--- src/sv/escaped_rle_bitmap_run_decoder_defines.svh ---
// assertion helpers for the run decoder
`ifndef ESCAPED_RLE_BITMAP_RUN_DECODER_DEFINES_SVH
`define ESCAPED_RLE_BITMAP_RUN_DECODER_DEFINES_SVH

// same-cycle implication, checked on clk with rst as disable
`define ERBD_ASSERT_NOW(lbl, ante, cons, msg) \
  lbl: assert property (@(posedge clk) disable iff (rst) (ante) |-> (cons)) else $error(msg);

// next-cycle implication
`define ERBD_ASSERT_NEXT(lbl, ante, cons, msg) \
  lbl: assert property (@(posedge clk) disable iff (rst) (ante) |=> (cons)) else $error(msg);

`endif

--- src/sv/erbd_pkg.sv ---
package erbd_pkg;

  localparam int FRAME_WIDTH   = 128;
  localparam int FRAME_HEIGHT  = 64;
  localparam int BYTES_PER_ROW = (FRAME_WIDTH / 8 > 0) ? FRAME_WIDTH / 8 : 1;

  localparam int COL_W = (BYTES_PER_ROW > 1) ? $clog2(BYTES_PER_ROW) : 1;
  localparam int ROW_W = (FRAME_HEIGHT > 1) ? $clog2(FRAME_HEIGHT) : 1;

  localparam int COUNT_W       = 15;
  localparam int FRAME_CNT_W   = 32;
  localparam int FRAMES_OUT_W  = 6;
  localparam int COLUMN_OUT_W  = 4;
  localparam int ROW_OUT_W     = 6;

  // reciprocal divide of a COUNT_W bit value by a small constant
  localparam int RECIP_SHIFT = COUNT_W;
  localparam int RECIP_W     = COUNT_W + 1;
  localparam int PROD_W      = COUNT_W + RECIP_W;
  localparam int RECIP_COL   = (2 ** RECIP_SHIFT) / BYTES_PER_ROW;
  localparam int RECIP_ROW   = (2 ** RECIP_SHIFT) / FRAME_HEIGHT;

  localparam logic [COL_W:0] COL_LIMIT = (COL_W + 1)'(BYTES_PER_ROW);
  localparam logic [ROW_W:0] ROW_LIMIT = (ROW_W + 1)'(FRAME_HEIGHT);

  localparam int QUEUE_DEPTH = 8;
  localparam int QUEUE_AW    = $clog2(QUEUE_DEPTH);

  localparam logic [7:0] ESC_ZERO_CODE = 8'h55;
  localparam logic [7:0] ESC_ONE_CODE  = 8'hAA;
  localparam logic [7:0] RUN_ZERO_PAT  = 8'h00;
  localparam logic [7:0] RUN_ONE_PAT   = 8'hFF;
  localparam int         LONG_FLAG_BIT = 7;

  typedef enum logic [1:0] {
    ESC_NONE,
    ESC_ZERO_RUN,
    ESC_ONE_RUN
  } erbd_esc_t;

  // one decoded run, count already split into whole frames, rows and columns
  typedef struct packed {
    logic [7:0]         pattern;
    logic [COUNT_W-1:0] count;
    logic [COUNT_W-1:0] frames;
    logic [ROW_W-1:0]   rows;
    logic [COL_W-1:0]   cols;
  } erbd_desc_t;

endpackage

--- src/sv/erbd_front.sv ---
module erbd_front (
  input  logic                          clk,
  input  logic                          rst,
  input  logic                          in_valid,
  output logic                          in_stall,
  input  logic [7:0]                    stream_byte,
  input  logic [erbd_pkg::QUEUE_AW:0]   q_used,
  output logic                          q_push,
  output erbd_pkg::erbd_desc_t          q_data
);

  localparam int CW = erbd_pkg::COUNT_W;
  localparam int PW = erbd_pkg::PROD_W;
  localparam int TW = erbd_pkg::QUEUE_AW + 2;

  erbd_pkg::erbd_esc_t esc_kind, esc_kind_next;
  logic       pending, pending_next;
  logic [6:0] low_part, low_part_next;

  logic          accept;
  logic          emit;
  logic [7:0]    emit_pat;
  logic [CW-1:0] emit_cnt;
  logic [CW-1:0] long_cnt;
  logic [7:0]    run_pat;

  logic          a_valid, b_valid, c_valid, d_valid;
  logic [7:0]    a_pat, b_pat, c_pat, d_pat;
  logic [CW-1:0] a_count, b_count, c_count, d_count;
  logic [PW-1:0] b_prod, d_prod;
  logic [CW-1:0] c_q1, d_q1;
  logic [erbd_pkg::COL_W-1:0] c_col, d_col;

  logic [CW-1:0] q0, prod_back0, rem0, q1_next;
  logic [erbd_pkg::COL_W-1:0] col_next;
  logic [CW-1:0] q2, prod_back2, rem2, frames_val;
  logic [erbd_pkg::ROW_W-1:0] rows_val;
  logic [TW-1:0] inflight;

  // credit: every descriptor in the front pipeline already owns a queue slot
  assign inflight = TW'(q_used) + TW'(a_valid) + TW'(b_valid) + TW'(c_valid) + TW'(d_valid);
  assign in_stall = (inflight >= TW'(erbd_pkg::QUEUE_DEPTH));
  assign accept   = in_valid && !in_stall;

  assign long_cnt = {stream_byte, low_part};
  assign run_pat  = (esc_kind == erbd_pkg::ESC_ZERO_RUN) ? erbd_pkg::RUN_ZERO_PAT
                                                         : erbd_pkg::RUN_ONE_PAT;

  always_comb begin
    esc_kind_next = esc_kind;
    pending_next  = pending;
    low_part_next = low_part;
    if (accept) begin
      unique case (esc_kind)
        erbd_pkg::ESC_NONE: begin
          if (stream_byte == erbd_pkg::ESC_ZERO_CODE) begin
            esc_kind_next = erbd_pkg::ESC_ZERO_RUN;
          end else if (stream_byte == erbd_pkg::ESC_ONE_CODE) begin
            esc_kind_next = erbd_pkg::ESC_ONE_RUN;
          end
        end
        default: begin
          if (pending) begin
            esc_kind_next = erbd_pkg::ESC_NONE;
            pending_next  = 1'b0;
            low_part_next = 7'd0;
          end else if (!stream_byte[erbd_pkg::LONG_FLAG_BIT]) begin
            esc_kind_next = erbd_pkg::ESC_NONE;
          end else begin
            low_part_next = stream_byte[6:0];
            pending_next  = 1'b1;
          end
        end
      endcase
    end
  end

  always_comb begin
    emit     = 1'b0;
    emit_pat = stream_byte;
    emit_cnt = CW'(1);
    unique case (esc_kind)
      erbd_pkg::ESC_NONE: begin
        emit = accept && (stream_byte != erbd_pkg::ESC_ZERO_CODE)
                      && (stream_byte != erbd_pkg::ESC_ONE_CODE);
      end
      default: begin
        if (pending) begin
          emit_pat = run_pat;
          emit_cnt = long_cnt;
          emit     = accept && (long_cnt != '0);
        end else if (stream_byte == 8'd0) begin
          // escaped escape byte
          emit_pat = (esc_kind == erbd_pkg::ESC_ZERO_RUN) ? erbd_pkg::ESC_ZERO_CODE
                                                          : erbd_pkg::ESC_ONE_CODE;
          emit     = accept;
        end else if (!stream_byte[erbd_pkg::LONG_FLAG_BIT]) begin
          emit_pat = run_pat;
          emit_cnt = CW'(stream_byte);
          emit     = accept;
        end
      end
    endcase
  end

  // count / bytes_per_row: estimate, then one correction step
  assign q0         = b_prod[erbd_pkg::RECIP_SHIFT +: CW];
  assign prod_back0 = CW'(q0 * CW'(erbd_pkg::BYTES_PER_ROW));
  assign rem0       = b_count - prod_back0;
  always_comb begin
    if (rem0 >= CW'(erbd_pkg::BYTES_PER_ROW)) begin
      q1_next  = q0 + CW'(1);
      col_next = erbd_pkg::COL_W'(rem0 - CW'(erbd_pkg::BYTES_PER_ROW));
    end else begin
      q1_next  = q0;
      col_next = erbd_pkg::COL_W'(rem0);
    end
  end

  // row quotient / frame_height, same scheme
  assign q2         = d_prod[erbd_pkg::RECIP_SHIFT +: CW];
  assign prod_back2 = CW'(q2 * CW'(erbd_pkg::FRAME_HEIGHT));
  assign rem2       = d_q1 - prod_back2;
  always_comb begin
    if (rem2 >= CW'(erbd_pkg::FRAME_HEIGHT)) begin
      frames_val = q2 + CW'(1);
      rows_val   = erbd_pkg::ROW_W'(rem2 - CW'(erbd_pkg::FRAME_HEIGHT));
    end else begin
      frames_val = q2;
      rows_val   = erbd_pkg::ROW_W'(rem2);
    end
  end

  assign q_push         = d_valid;
  assign q_data.pattern = d_pat;
  assign q_data.count   = d_count;
  assign q_data.frames  = frames_val;
  assign q_data.rows    = rows_val;
  assign q_data.cols    = d_col;

  always_ff @(posedge clk) begin
    if (rst) begin
      esc_kind <= erbd_pkg::ESC_NONE;
      pending  <= 1'b0;
      low_part <= 7'd0;
      a_valid  <= 1'b0;
      b_valid  <= 1'b0;
      c_valid  <= 1'b0;
      d_valid  <= 1'b0;
    end else begin
      esc_kind <= esc_kind_next;
      pending  <= pending_next;
      low_part <= low_part_next;
      a_valid  <= emit;
      b_valid  <= a_valid;
      c_valid  <= b_valid;
      d_valid  <= c_valid;
    end
  end

  always_ff @(posedge clk) begin
    a_pat   <= emit_pat;
    a_count <= emit_cnt;
    b_pat   <= a_pat;
    b_count <= a_count;
    b_prod  <= PW'(a_count) * PW'(erbd_pkg::RECIP_COL);
    c_pat   <= b_pat;
    c_count <= b_count;
    c_q1    <= q1_next;
    c_col   <= col_next;
    d_pat   <= c_pat;
    d_count <= c_count;
    d_q1    <= c_q1;
    d_col   <= c_col;
    d_prod  <= PW'(c_q1) * PW'(erbd_pkg::RECIP_ROW);
  end

endmodule

--- src/sv/erbd_queue.sv ---
module erbd_queue (
  input  logic                        clk,
  input  logic                        rst,
  input  logic                        push,
  input  erbd_pkg::erbd_desc_t        push_data,
  input  logic                        pop,
  output erbd_pkg::erbd_desc_t        head,
  output logic                        head_valid,
  output logic [erbd_pkg::QUEUE_AW:0] used
);

  localparam int AW = erbd_pkg::QUEUE_AW;

  erbd_pkg::erbd_desc_t entries [erbd_pkg::QUEUE_DEPTH];
  logic [AW-1:0] wr_ptr, rd_ptr;

  assign head       = entries[rd_ptr];
  assign head_valid = (used != '0);

  always_ff @(posedge clk) begin
    if (push) begin
      entries[wr_ptr] <= push_data;
    end
  end

  always_ff @(posedge clk) begin
    if (rst) begin
      wr_ptr <= '0;
      rd_ptr <= '0;
      used   <= '0;
    end else begin
      if (push) begin
        wr_ptr <= wr_ptr + AW'(1);
      end
      if (pop) begin
        rd_ptr <= rd_ptr + AW'(1);
      end
      used <= used + (AW + 1)'(push) - (AW + 1)'(pop);
    end
  end

endmodule

--- src/sv/erbd_back.sv ---
module erbd_back (
  input  logic                 clk,
  input  logic                 rst,
  input  erbd_pkg::erbd_desc_t head,
  input  logic                 head_valid,
  output logic                 pop,
  output logic                 out_valid,
  input  logic                 out_stall,
  output logic [7:0]           pattern_byte,
  output logic [14:0]          byte_count,
  output logic [3:0]           start_column,
  output logic [5:0]           start_row,
  output logic [31:0]          start_frame,
  output logic [5:0]           frames_completed
);

  localparam int CLW = erbd_pkg::COL_W;
  localparam int RW  = erbd_pkg::ROW_W;
  localparam int CW  = erbd_pkg::COUNT_W;

  logic [CLW-1:0] col, col_next;
  logic [RW-1:0]  row, row_next;
  logic [erbd_pkg::FRAME_CNT_W-1:0] frame_counter, frame_counter_next;

  logic [CLW:0]  col_sum;
  logic [RW:0]   row_sum;
  logic          col_wrap, frame_wrap;
  logic [CW:0]   frames;

  assign pop = head_valid && (!out_valid || !out_stall);

  // column then row carry, both stay below twice their limit
  assign col_sum  = (CLW + 1)'(col) + (CLW + 1)'(head.cols);
  assign col_wrap = (col_sum >= erbd_pkg::COL_LIMIT);
  assign row_sum  = (RW + 1)'(row) + (RW + 1)'(head.rows) + (RW + 1)'(col_wrap);
  assign frame_wrap = (row_sum >= erbd_pkg::ROW_LIMIT);
  assign frames   = (CW + 1)'(head.frames) + (CW + 1)'(frame_wrap);

  always_comb begin
    col_next           = col;
    row_next           = row;
    frame_counter_next = frame_counter;
    if (pop) begin
      col_next = col_wrap ? CLW'(col_sum - erbd_pkg::COL_LIMIT) : CLW'(col_sum);
      row_next = frame_wrap ? RW'(row_sum - erbd_pkg::ROW_LIMIT) : RW'(row_sum);
      frame_counter_next = frame_counter + erbd_pkg::FRAME_CNT_W'(frames);
    end
  end

  always_ff @(posedge clk) begin
    if (rst) begin
      col           <= '0;
      row           <= '0;
      frame_counter <= '0;
      out_valid     <= 1'b0;
    end else begin
      col           <= col_next;
      row           <= row_next;
      frame_counter <= frame_counter_next;
      if (pop) begin
        out_valid <= 1'b1;
      end else if (!out_stall) begin
        out_valid <= 1'b0;
      end
    end
  end

  always_ff @(posedge clk) begin
    if (pop) begin
      pattern_byte     <= head.pattern;
      byte_count       <= head.count;
      start_column     <= erbd_pkg::COLUMN_OUT_W'(col);
      start_row        <= erbd_pkg::ROW_OUT_W'(row);
      start_frame      <= frame_counter;
      frames_completed <= erbd_pkg::FRAMES_OUT_W'(frames);
    end
  end

endmodule

--- src/sv/escaped_rle_bitmap_run_decoder.sv ---
// path: a byte that closes a literal or run is registered through front stages a, b,
//   c and d, the descriptor queue and the output register before out_valid shows it
// throughput: one stream byte per cycle while in_stall is low, kept up by the
//   row/column/frame carry update in the back end
// reset (rst, synchronous): escape state, position and frame counter clear, queue empties
`include "escaped_rle_bitmap_run_decoder_defines.svh"

module escaped_rle_bitmap_run_decoder (
  input  logic        clk,
  input  logic        rst,
  // input byte stream
  input  logic        in_valid,
  output logic        in_stall,
  input  logic [7:0]  stream_byte,
  // run descriptors
  output logic        out_valid,
  input  logic        out_stall,
  output logic [7:0]  pattern_byte,
  output logic [14:0] byte_count,
  output logic [3:0]  start_column,
  output logic [5:0]  start_row,
  output logic [31:0] start_frame,
  output logic [5:0]  frames_completed
);

  // front end: escape parsing plus a constant-divisor pipeline that splits
  // each count into whole frames, rows and leftover columns
  // back end: adds that split to the current position with two carries
  // a short queue sits between them; the front only takes a byte when a
  // queue slot is free for everything already in its pipeline

  // fill level of a full descriptor queue
  localparam logic [erbd_pkg::QUEUE_AW:0] QUEUE_FULL =
    (erbd_pkg::QUEUE_AW + 1)'(erbd_pkg::QUEUE_DEPTH);

  logic                        q_push;
  erbd_pkg::erbd_desc_t        q_data;
  logic                        q_pop;
  erbd_pkg::erbd_desc_t        q_head;
  logic                        q_head_valid;
  logic [erbd_pkg::QUEUE_AW:0] q_used;

  erbd_front u_front (
    .clk         (clk),
    .rst         (rst),
    .in_valid    (in_valid),
    .in_stall    (in_stall),
    .stream_byte (stream_byte),
    .q_used      (q_used),
    .q_push      (q_push),
    .q_data      (q_data)
  );

  // descriptor queue between the two halves
  erbd_queue u_queue (
    .clk        (clk),
    .rst        (rst),
    .push       (q_push),
    .push_data  (q_data),
    .pop        (q_pop),
    .head       (q_head),
    .head_valid (q_head_valid),
    .used       (q_used)
  );

  // position tracking and the output register
  erbd_back u_back (
    .clk              (clk),
    .rst              (rst),
    .head             (q_head),
    .head_valid       (q_head_valid),
    .pop              (q_pop),
    .out_valid        (out_valid),
    .out_stall        (out_stall),
    .pattern_byte     (pattern_byte),
    .byte_count       (byte_count),
    .start_column     (start_column),
    .start_row        (start_row),
    .start_frame      (start_frame),
    .frames_completed (frames_completed)
  );

  // the credit scheme must never push into a full queue
  `ERBD_ASSERT_NOW(a_no_overflow, q_push, q_used < QUEUE_FULL, "descriptor queue overflow")
  // zero-length runs are dropped in the front end
  `ERBD_ASSERT_NOW(a_count_nonzero, out_valid, byte_count != 15'd0, "zero count descriptor")
  // a taken result with nothing queued leaves the output empty
  `ERBD_ASSERT_NEXT(a_drain, out_valid && !out_stall && !q_head_valid, !out_valid, "stale descriptor repeated")

endmodule
--- config.mk ---
export PLATFORM = sky130hd
export DESIGN_NAME = escaped_rle_bitmap_run_decoder
export DESIGN_NICKNAME = d
export VERILOG_FILES = /design/src/sv/erbd_pkg.sv /design/src/sv/erbd_front.sv /design/src/sv/erbd_queue.sv /design/src/sv/erbd_back.sv /design/src/sv/escaped_rle_bitmap_run_decoder.sv
export VERILOG_INCLUDE_DIRS = /design/src /design/src/sv
export SDC_FILE = /design/constraint.sdc
export NUM_CORES = 1
export LEC_CHECK = 0
export BUFFER_PORTS_ARGS = -buffer_cell sky130_fd_sc_hd__buf_2
export CAP_MARGIN = 10
export CORE_UTILIZATION = 55
export CTS_CLUSTER_DIAMETER = 40
export CTS_CLUSTER_SIZE = 28
export DETAILED_ROUTE_END_ITERATION = 8
export HOLD_SLACK_MARGIN = 0.02
export PLACE_DENSITY = 0.81
export RECOVER_POWER = 25
export SYNTH_ARGS = -nofsm -noshare
export SYNTH_HDL_FRONTEND = slang
export SYNTH_HIERARCHICAL = 1
export SYNTH_SLANG_ARGS = --single-unit
--- constraint.sdc ---
create_clock -name clk -period 8.7 [get_ports clk]
set_clock_uncertainty 0.05 [all_clocks]
set_input_delay 0.435 -clock clk [delete_from_list [all_inputs] [get_ports clk]]
set_output_delay 0.435 -clock clk [all_outputs]
set_load 0.02 [all_outputs]
==> metrics.yaml, run 1 <==
r2r_setup_slack_ps: 1560
cts_resized: 0
synth_ff_type: "edfxtp_1"
layout.cells.most_common: "edfxtp_1"
layout.nets: 1505
fmax_ghz: 0.140
std_cell_rows: 75
cp_data_required_time_ps: 9180
grt_start_max_net_pins: 63
die_width_um: 209
globalRoute.totalOverflow: 0
synth_enable_flop_cells: 455
fin_crit_sh_pct: 82.1
power.density_cell_area_mw_per_mm2: 317
final_layout_size_suffix_gt1_share_pct: 25.2
fillCellCount: 2766
async_s_r_ff_share_synth_pct: 0
critPathSlowestCell: "dfxtp_4"
timing.setup.tns_ps: 0
postPlaceCellArea_mm2: 0.0244
status: "finished clean"
post_drt_via_cell_ratio: 5.93
clk_transition_reported_paths_ps: 70
max-cap-violations: 0
routed_wl_mm: 44.5
multiInputGateArea_mm2: 0.00621
detailed_place_hpwl_mm: 24.0
io_buffer_count: 84
design.die.area_mm2: 0.0438
power_mw: 8.37
route.antenna.remaining_nets: 0
ys_types: 73
grt_setup_unrepaired: "false"
finalSetupViolCount: 0
path_common_cell: "ha_1"
crit_buf_inv: 0
critical-path-top-delay-family: "compound AO/OA/AOI/OAI gates"
yosysWarnings: 6
grt_pass1_vias: 12400
crit_chain: "mux4_2, mux2_2, ha_1, fa_1, a21o_1, a21o_1, fa_1, fa_1, a21o_1, a21oi_1, nor2b_1, o21ai_0, nand2b_1, ha_1, ha_1, nand3_1, xnor2_1, ha_1, a21o_2, a221oi_1, o21ai_1, a21boi_0, o21ai_0, a21oi_1"
grtUsageTotal_pct: 20.9
syn_area_per_cell_um2: 17.3
io_pins: 85
critPathCaptureType: "register"
clock_tree_root_driver_cell: "clkbuf_16"
remaining_drc_errors: 0
route.vias.total: 12100
top_library_cells_by_usage_in_the_layout_fill_and_taps_aside: "edfxtp_1, dfxtp_1, mux4_2, buf_2, nand2_1"
finalHoldWorstSlack_ps: 111
finish.instance_area_mm2: 0.0264
synthesized_netlist_cell_count: 1363
final_min_period_ps: 7140
area.sequential_mm2: 0.0169
start_kind: "register"
irDropWorstVdd_mv: 0.204
worst_slew_margin_rel_pct: 30.6
synthesis.area_mm2: 0.0236
post_drt_wl_per_cell_um: 21.9
post_cts.repair.setup_buffers: 0
firstDrtPassIters: 5
worst_skew_pair_latency_ps: 620
final-hold-violation-count: 0
cts.sink_count: 617
floorplan.die.height_um: 209
worst_hold_path_type: "in2reg"
postSynthRegisterBits: 617
area.growth.synth_to_final_pct: 12.0
finalWeightedCongestion: 0.896
grt_first_pass_wirelength_mm: 69.4
yosysSeqAreaShare_pct: 71.6
critical-path-max-stage-delay_ps: 860
p_leak_nw: 9.22
h-tree-depth: 2
core-area_mm2: 0.0421
finalMaxSlewViolations: 0
crit_path_category: "reg2reg"
detail_route.iter0.violations: 1105
worstMarginPinSlew_ps: 1040
cts_buffer_count: 57
tritoncts: "done"
num_antenna_cells: 0
worst-endpoint-arrival_ps: 7620
crit_fanout: 53
clock_path_buffers: 3
initial_core_utilization_pct: 56.1
antenna_violations_before_repair: 0
## metal layers
| layer | up-vias | share of wire [%] | global-route usage [%] |
|---|---|---|---|
| li1 | 5459 | - | - |
| met1 | 6120 | 41 | 27.1 |
| met2 | 405 | 51 | 35.8 |
| met3 | 95 | 5.3 | 3.55 |
| met4 | 0 | 2.7 | 7.05 |
| met5 | - | 0 | 0 |
## report_power, final
part / switching (mW) / leakage [nW] / internal (mW)
combinational: 1.22 / 2.62 / 0.908
clock: 1.24 / 0.983 / 1.37
sequential: 0.168 / 5.61 / 3.47
total: 2.63 / 9.22 / 5.74
## worst register-to-register path: cells and delay by family (launching register included)
kind / cells / cell delay, ps
flops: 1 / 860
fa+ha+maj: 7 / 2220
compound gates: 11 / 2760
simple gates: 3 / 250
mux: 2 / 740
xor+xnor: 1 / 160
## flip-flops by register name (all words and copies together), names as in the netlist, 3 cells and up, named ones only
| name | cells |
|---|---|
| u_back/byte_count | 15 |
| u_back/col | 4 |
| u_back/frame_counter | 32 |
| u_back/frames_completed | 6 |
| u_back/pattern_byte | 8 |
| u_back/row | 6 |
| u_back/start_column | 4 |
| u_back/start_frame | 32 |
| u_back/start_row | 6 |
| u_front/a_count | 15 |
| u_front/a_pat | 8 |
| u_front/b_pat | 8 |
| u_front/b_prod | 15 |
| u_front/c_col | 3 |
| u_front/c_pat | 8 |
| u_front/c_q1 | 11 |
| u_front/d_col | 3 |
| u_front/d_count | 12 |
| u_front/d_pat | 8 |
| u_front/low_part | 7 |
| u_queue/entries | 384 |
| u_queue/rd_ptr | 3 |
| u_queue/used | 4 |
| u_queue/wr_ptr | 3 |
## final timing paths
path                                       start  depth (start not counted)                       end
worst min register to register  u_front/c_pat[4]                          0          u_front/d_pat[4]
worst max-delay path                    register                         24  u_back/frame_counter[28]
worst min-delay path              stream_byte[3]                          2          u_front/a_pat[3]
worst max register to register          register                         24  u_back/frame_counter[28]
## logic make-up after synthesis
logic type	Yosys count	synth area share, %
XOR/XNOR	35	1.30
flip-flops	617	71.6
AO/OA/AOI/OAI	156	4.39
other	1	0.0159
AND/OR/NAND/NOR	258	5.27
multiplexers	151	12.4
adder cells (fa/ha/maj)	43	2.53
buffers and inverters	102	2.47
## cells in the mapped netlist (all sizes together), types with 12 or more instances
| master | count | area (um^2) |
|---|---|---|
| xor2 | 12 | 105 |
| nor2 | 57 | 214 |
| mux4 | 96 | 2170 |
| ha | 35 | 438 |
| a21oi | 57 | 285 |
| mux2 | 49 | 702 |
| buf | 48 | 380 |
| edfxtp | 455 | 13700 |
| inv | 20 | 75.1 |
| nand2 | 82 | 308 |
| and3 | 18 | 114 |
| dfxtp | 162 | 3240 |
| clkbuf | 33 | 125 |
| nand3 | 26 | 130 |
| or3 | 16 | 100 |
| xnor2 | 23 | 201 |
| o21ai | 21 | 109 |
## layout make-up
class,count,area share (%)
Sequential cell,617,64.0
Tap cell,539,2.55
Clock buffer,60,5.48
Clock inverter,47,2.13
Inverter,21,0.308
Multi-Input combinational cell,653,23.5
Timing Repair Buffer,100,2.05
## timing repair
item	in CTS	in global routing
endpoints found under the setup margin	0	0
hold buffers	1	0
endpoints found under the hold margin	1	0
## metrics by stage
stage / utilization [%] / cells / setup WS (ps)
finish: 62.7 / 2037 / 1560
detailed placement: 58.0 / 1929 / 1690
global placement: 58.0 / 1929 / 1860
CTS: 62.7 / 2037 / 1580
global route: 62.7 / 2037 / 1050
floorplan: - / 1372 / 2290
Note: power is estimated with default switching activity, not from simulation.
==> run 2: changes to the inputs <==
PLACE_DENSITY = 0.84   (was 0.81)
clock period = 5.8 ns   (was 8.7 ns; I/O delays follow)
==> run 2 against run 1 <==
Non-clock buffer count grew 81. Clock-buffer cell count shrank 1. Global-route usage grew 2.0 points. Final area grew 4.6%. First-iteration DRC count grew 36%. Combinational power grew 120%. Sequential share of layout area shrank 2.8 points. The flow now finishes with violations (negative setup slack). Utilization grew 2.9 points.
==> metrics.yaml, run 2 (synthesis gave the netlist of run 1 again) <==
registers.top_by_ff_count: "u_queue/entries"  # unchanged
clk_transition_reported_paths_ps: 80  # was 70 ps
cts_buffer_count: 55  # was 57
finalHoldWorstSlack_ps: 77.2  # was 111 ps
fillCellCount: 2528  # was 2,766
area.growth.synth_to_final_pct: 17.1  # was 12.0%
detailed_place_hpwl_mm: 25.6  # was 24.0 mm
critPathCaptureType: "register"  # unchanged
top_library_cells_by_usage_in_the_layout_fill_and_taps_aside: "edfxtp_1, dfxtp_1, mux4_2, buf_4, buf_2"  # was edfxtp_1, dfxtp_1, mux4_2, buf_2, nand2_1
routed_wl_mm: 54.2  # was 44.5 mm
dp_worst_setup_slack_ps: -145  # was 1690 ps
reg_top3: "u_queue/entries x384, u_back/frame_counter x32, u_back/start_frame x32"  # unchanged
post_drt_wl_per_cell_um: 25.6  # was 21.9 um
detail_route.iter0.violations: 1508  # was 1,105
largest_register_ffs: 384  # unchanged
h-tree-depth: 2  # unchanged
multiInputGateArea_mm2: 0.00690  # was 0.00621 mm^2
power.density_cell_area_mw_per_mm2: 501  # was 317 mW/mm^2
crit_fanout: 8  # was 53
finish.instance_area_mm2: 0.0277  # was 0.0264 mm^2
route.vias.total: 13300  # was 12,100
num_antenna_cells: 0  # unchanged
power_mw: 13.9  # was 8.37 mW
worstMarginPinSlew_ps: 1100  # was 1040 ps
grt_first_pass_wirelength_mm: 75.3  # was 69.4 mm
start_kind: "register"  # unchanged
globalRoute.totalOverflow: 0  # unchanged
clock_tree_root_driver_cell: "clkbuf_16"  # unchanged
worst-endpoint-arrival_ps: 6640  # was 7620 ps
status: "complete, but fails checks"  # was finished clean
post_drt_via_cell_ratio: 6.27  # was 5.93
worst_slew_margin_rel_pct: 26.7  # was 30.6%
remaining_drc_errors: 0  # unchanged
critPathSlowestCell: "mux4_2"  # was dfxtp_4
worst_hold_path_type: "in2reg"  # unchanged
std_cell_rows: 75  # unchanged
final_layout_size_suffix_gt1_share_pct: 33.6  # was 25.2%
clock_path_buffers: 3  # unchanged
io_pins: 85  # unchanged
p_leak_nw: 9.68  # was 9.22 nW
cp_data_required_time_ps: 6270  # was 9180 ps
max-cap-violations: 0  # unchanged
firstDrtPassIters: 6  # was 5
finalSetupViolCount: 24  # was 0
grtUsageTotal_pct: 22.9  # was 20.9%
violations: "negative setup slack"
layout.cells.most_common: "edfxtp_1"  # unchanged
layout.nets: 1584  # was 1,505
final-hold-violation-count: 0  # unchanged
io_buffer_count: 84  # unchanged
postPlaceCellArea_mm2: 0.0248  # was 0.0244 mm^2
fmax_ghz: 0.162  # was 0.140 GHz
tritoncts: "done"  # unchanged
floorplan.die.height_um: 209  # unchanged
grt_start_max_net_pins: 80  # was 63
finalMaxSlewViolations: 0  # unchanged
grt_setup_unrepaired: "true"  # was false
core-area_mm2: 0.0421  # unchanged
crit_path_category: "reg2reg"  # unchanged
design.die.area_mm2: 0.0438  # unchanged
fin_crit_sh_pct: 106  # was 82.1%
final_min_period_ps: 6170  # was 7140 ps
area.sequential_mm2: 0.0169  # unchanged
fin_cells: 2115  # was 2,037
place_inst: 1967  # was 1,929
route.antenna.remaining_nets: 0  # unchanged
cts.sink_count: 617  # unchanged
grt_pass1_vias: 12900  # was 12,400
die_width_um: 209  # unchanged
worst_skew_pair_latency_ps: 630  # was 620 ps
initial_core_utilization_pct: 56.1  # unchanged
critical-path-max-stage-delay_ps: 510  # was 860 ps
finalWeightedCongestion: 0.930  # was 0.896
worst_slack_ps: -372  # was 1560 ps
irDropWorstVdd_mv: 0.355  # was 0.204 mV
antenna_violations_before_repair: 0  # unchanged
-- run 2: per-layer routing --
layer,vias up,global-route usage (%),wire (um)
met2,837,40.3,28100
met1,6639,28.9,19300
met3,180,3.26,4380
met5,-,0,0
li1,5600,-,-
met4,0,8.77,2400
-- run 2: worst paths after layout --
path | start | end | slack, ps | cells past startpoint
max | register | u_back/frame_counter[24] | -370 | 26
min | stream_byte[7] | u_front/a_pat[7] | 80 | 2
max reg2reg | register | u_back/frame_counter[24] | -370 | 26
min reg2reg | u_front/c_q1[9] | u_front/d_count[13] | 270 | 0
-- run 2: per-stage QoR --
stage          TNS, ps  utilization [%]
2_1_floorplan    -10.7                -
3_3_place_gp     -37.8             58.8
3_5_place_dp      -965             58.8
4_1_cts           -162             64.3
5_1_grt          -8640             65.7
6_report         -4920             65.7
-- run 2: report_power, final --
| part | internal [mW] | leakage, nW | switching, mW |
|---|---|---|---|
| logic | 2.07 | 3.15 | 2.58 |
| clock network | 1.90 | 0.920 | 1.88 |
| registers | 5.21 | 5.61 | 0.225 |
| total | 9.18 | 9.68 | 4.68 |
-- run 2: what timing repair did --
item,CTS,global route
buffers inserted,25,13
endpoints found under the setup margin,19,25
hold buffers,8,0
pin swaps,21,37
resized for setup,31,86
endpoints found under the hold margin,16,0
-- run 2: area by class of cell --
class	instances	share of cell area [%]
sequential	617	61.1
timing repair buffer	181	4.27
tap	539	2.44
multi-input combinational	653	24.9
clock inverter	45	1.83
clock buffer	59	5.11
inverter	21	0.294
-- run 2: critical path: cells and delay by family, from the launching register on --
family / cells / cell delay [ps]
AO/OA/AOI/OAI: 9 / 1780
XOR/XNOR: 1 / 160
adder cells (fa/ha/maj): 6 / 1800
buffers and inverters: 1 / 150
flip-flops: 1 / 430
multiplexers: 3 / 1110
AND/OR/NAND/NOR: 6 / 590
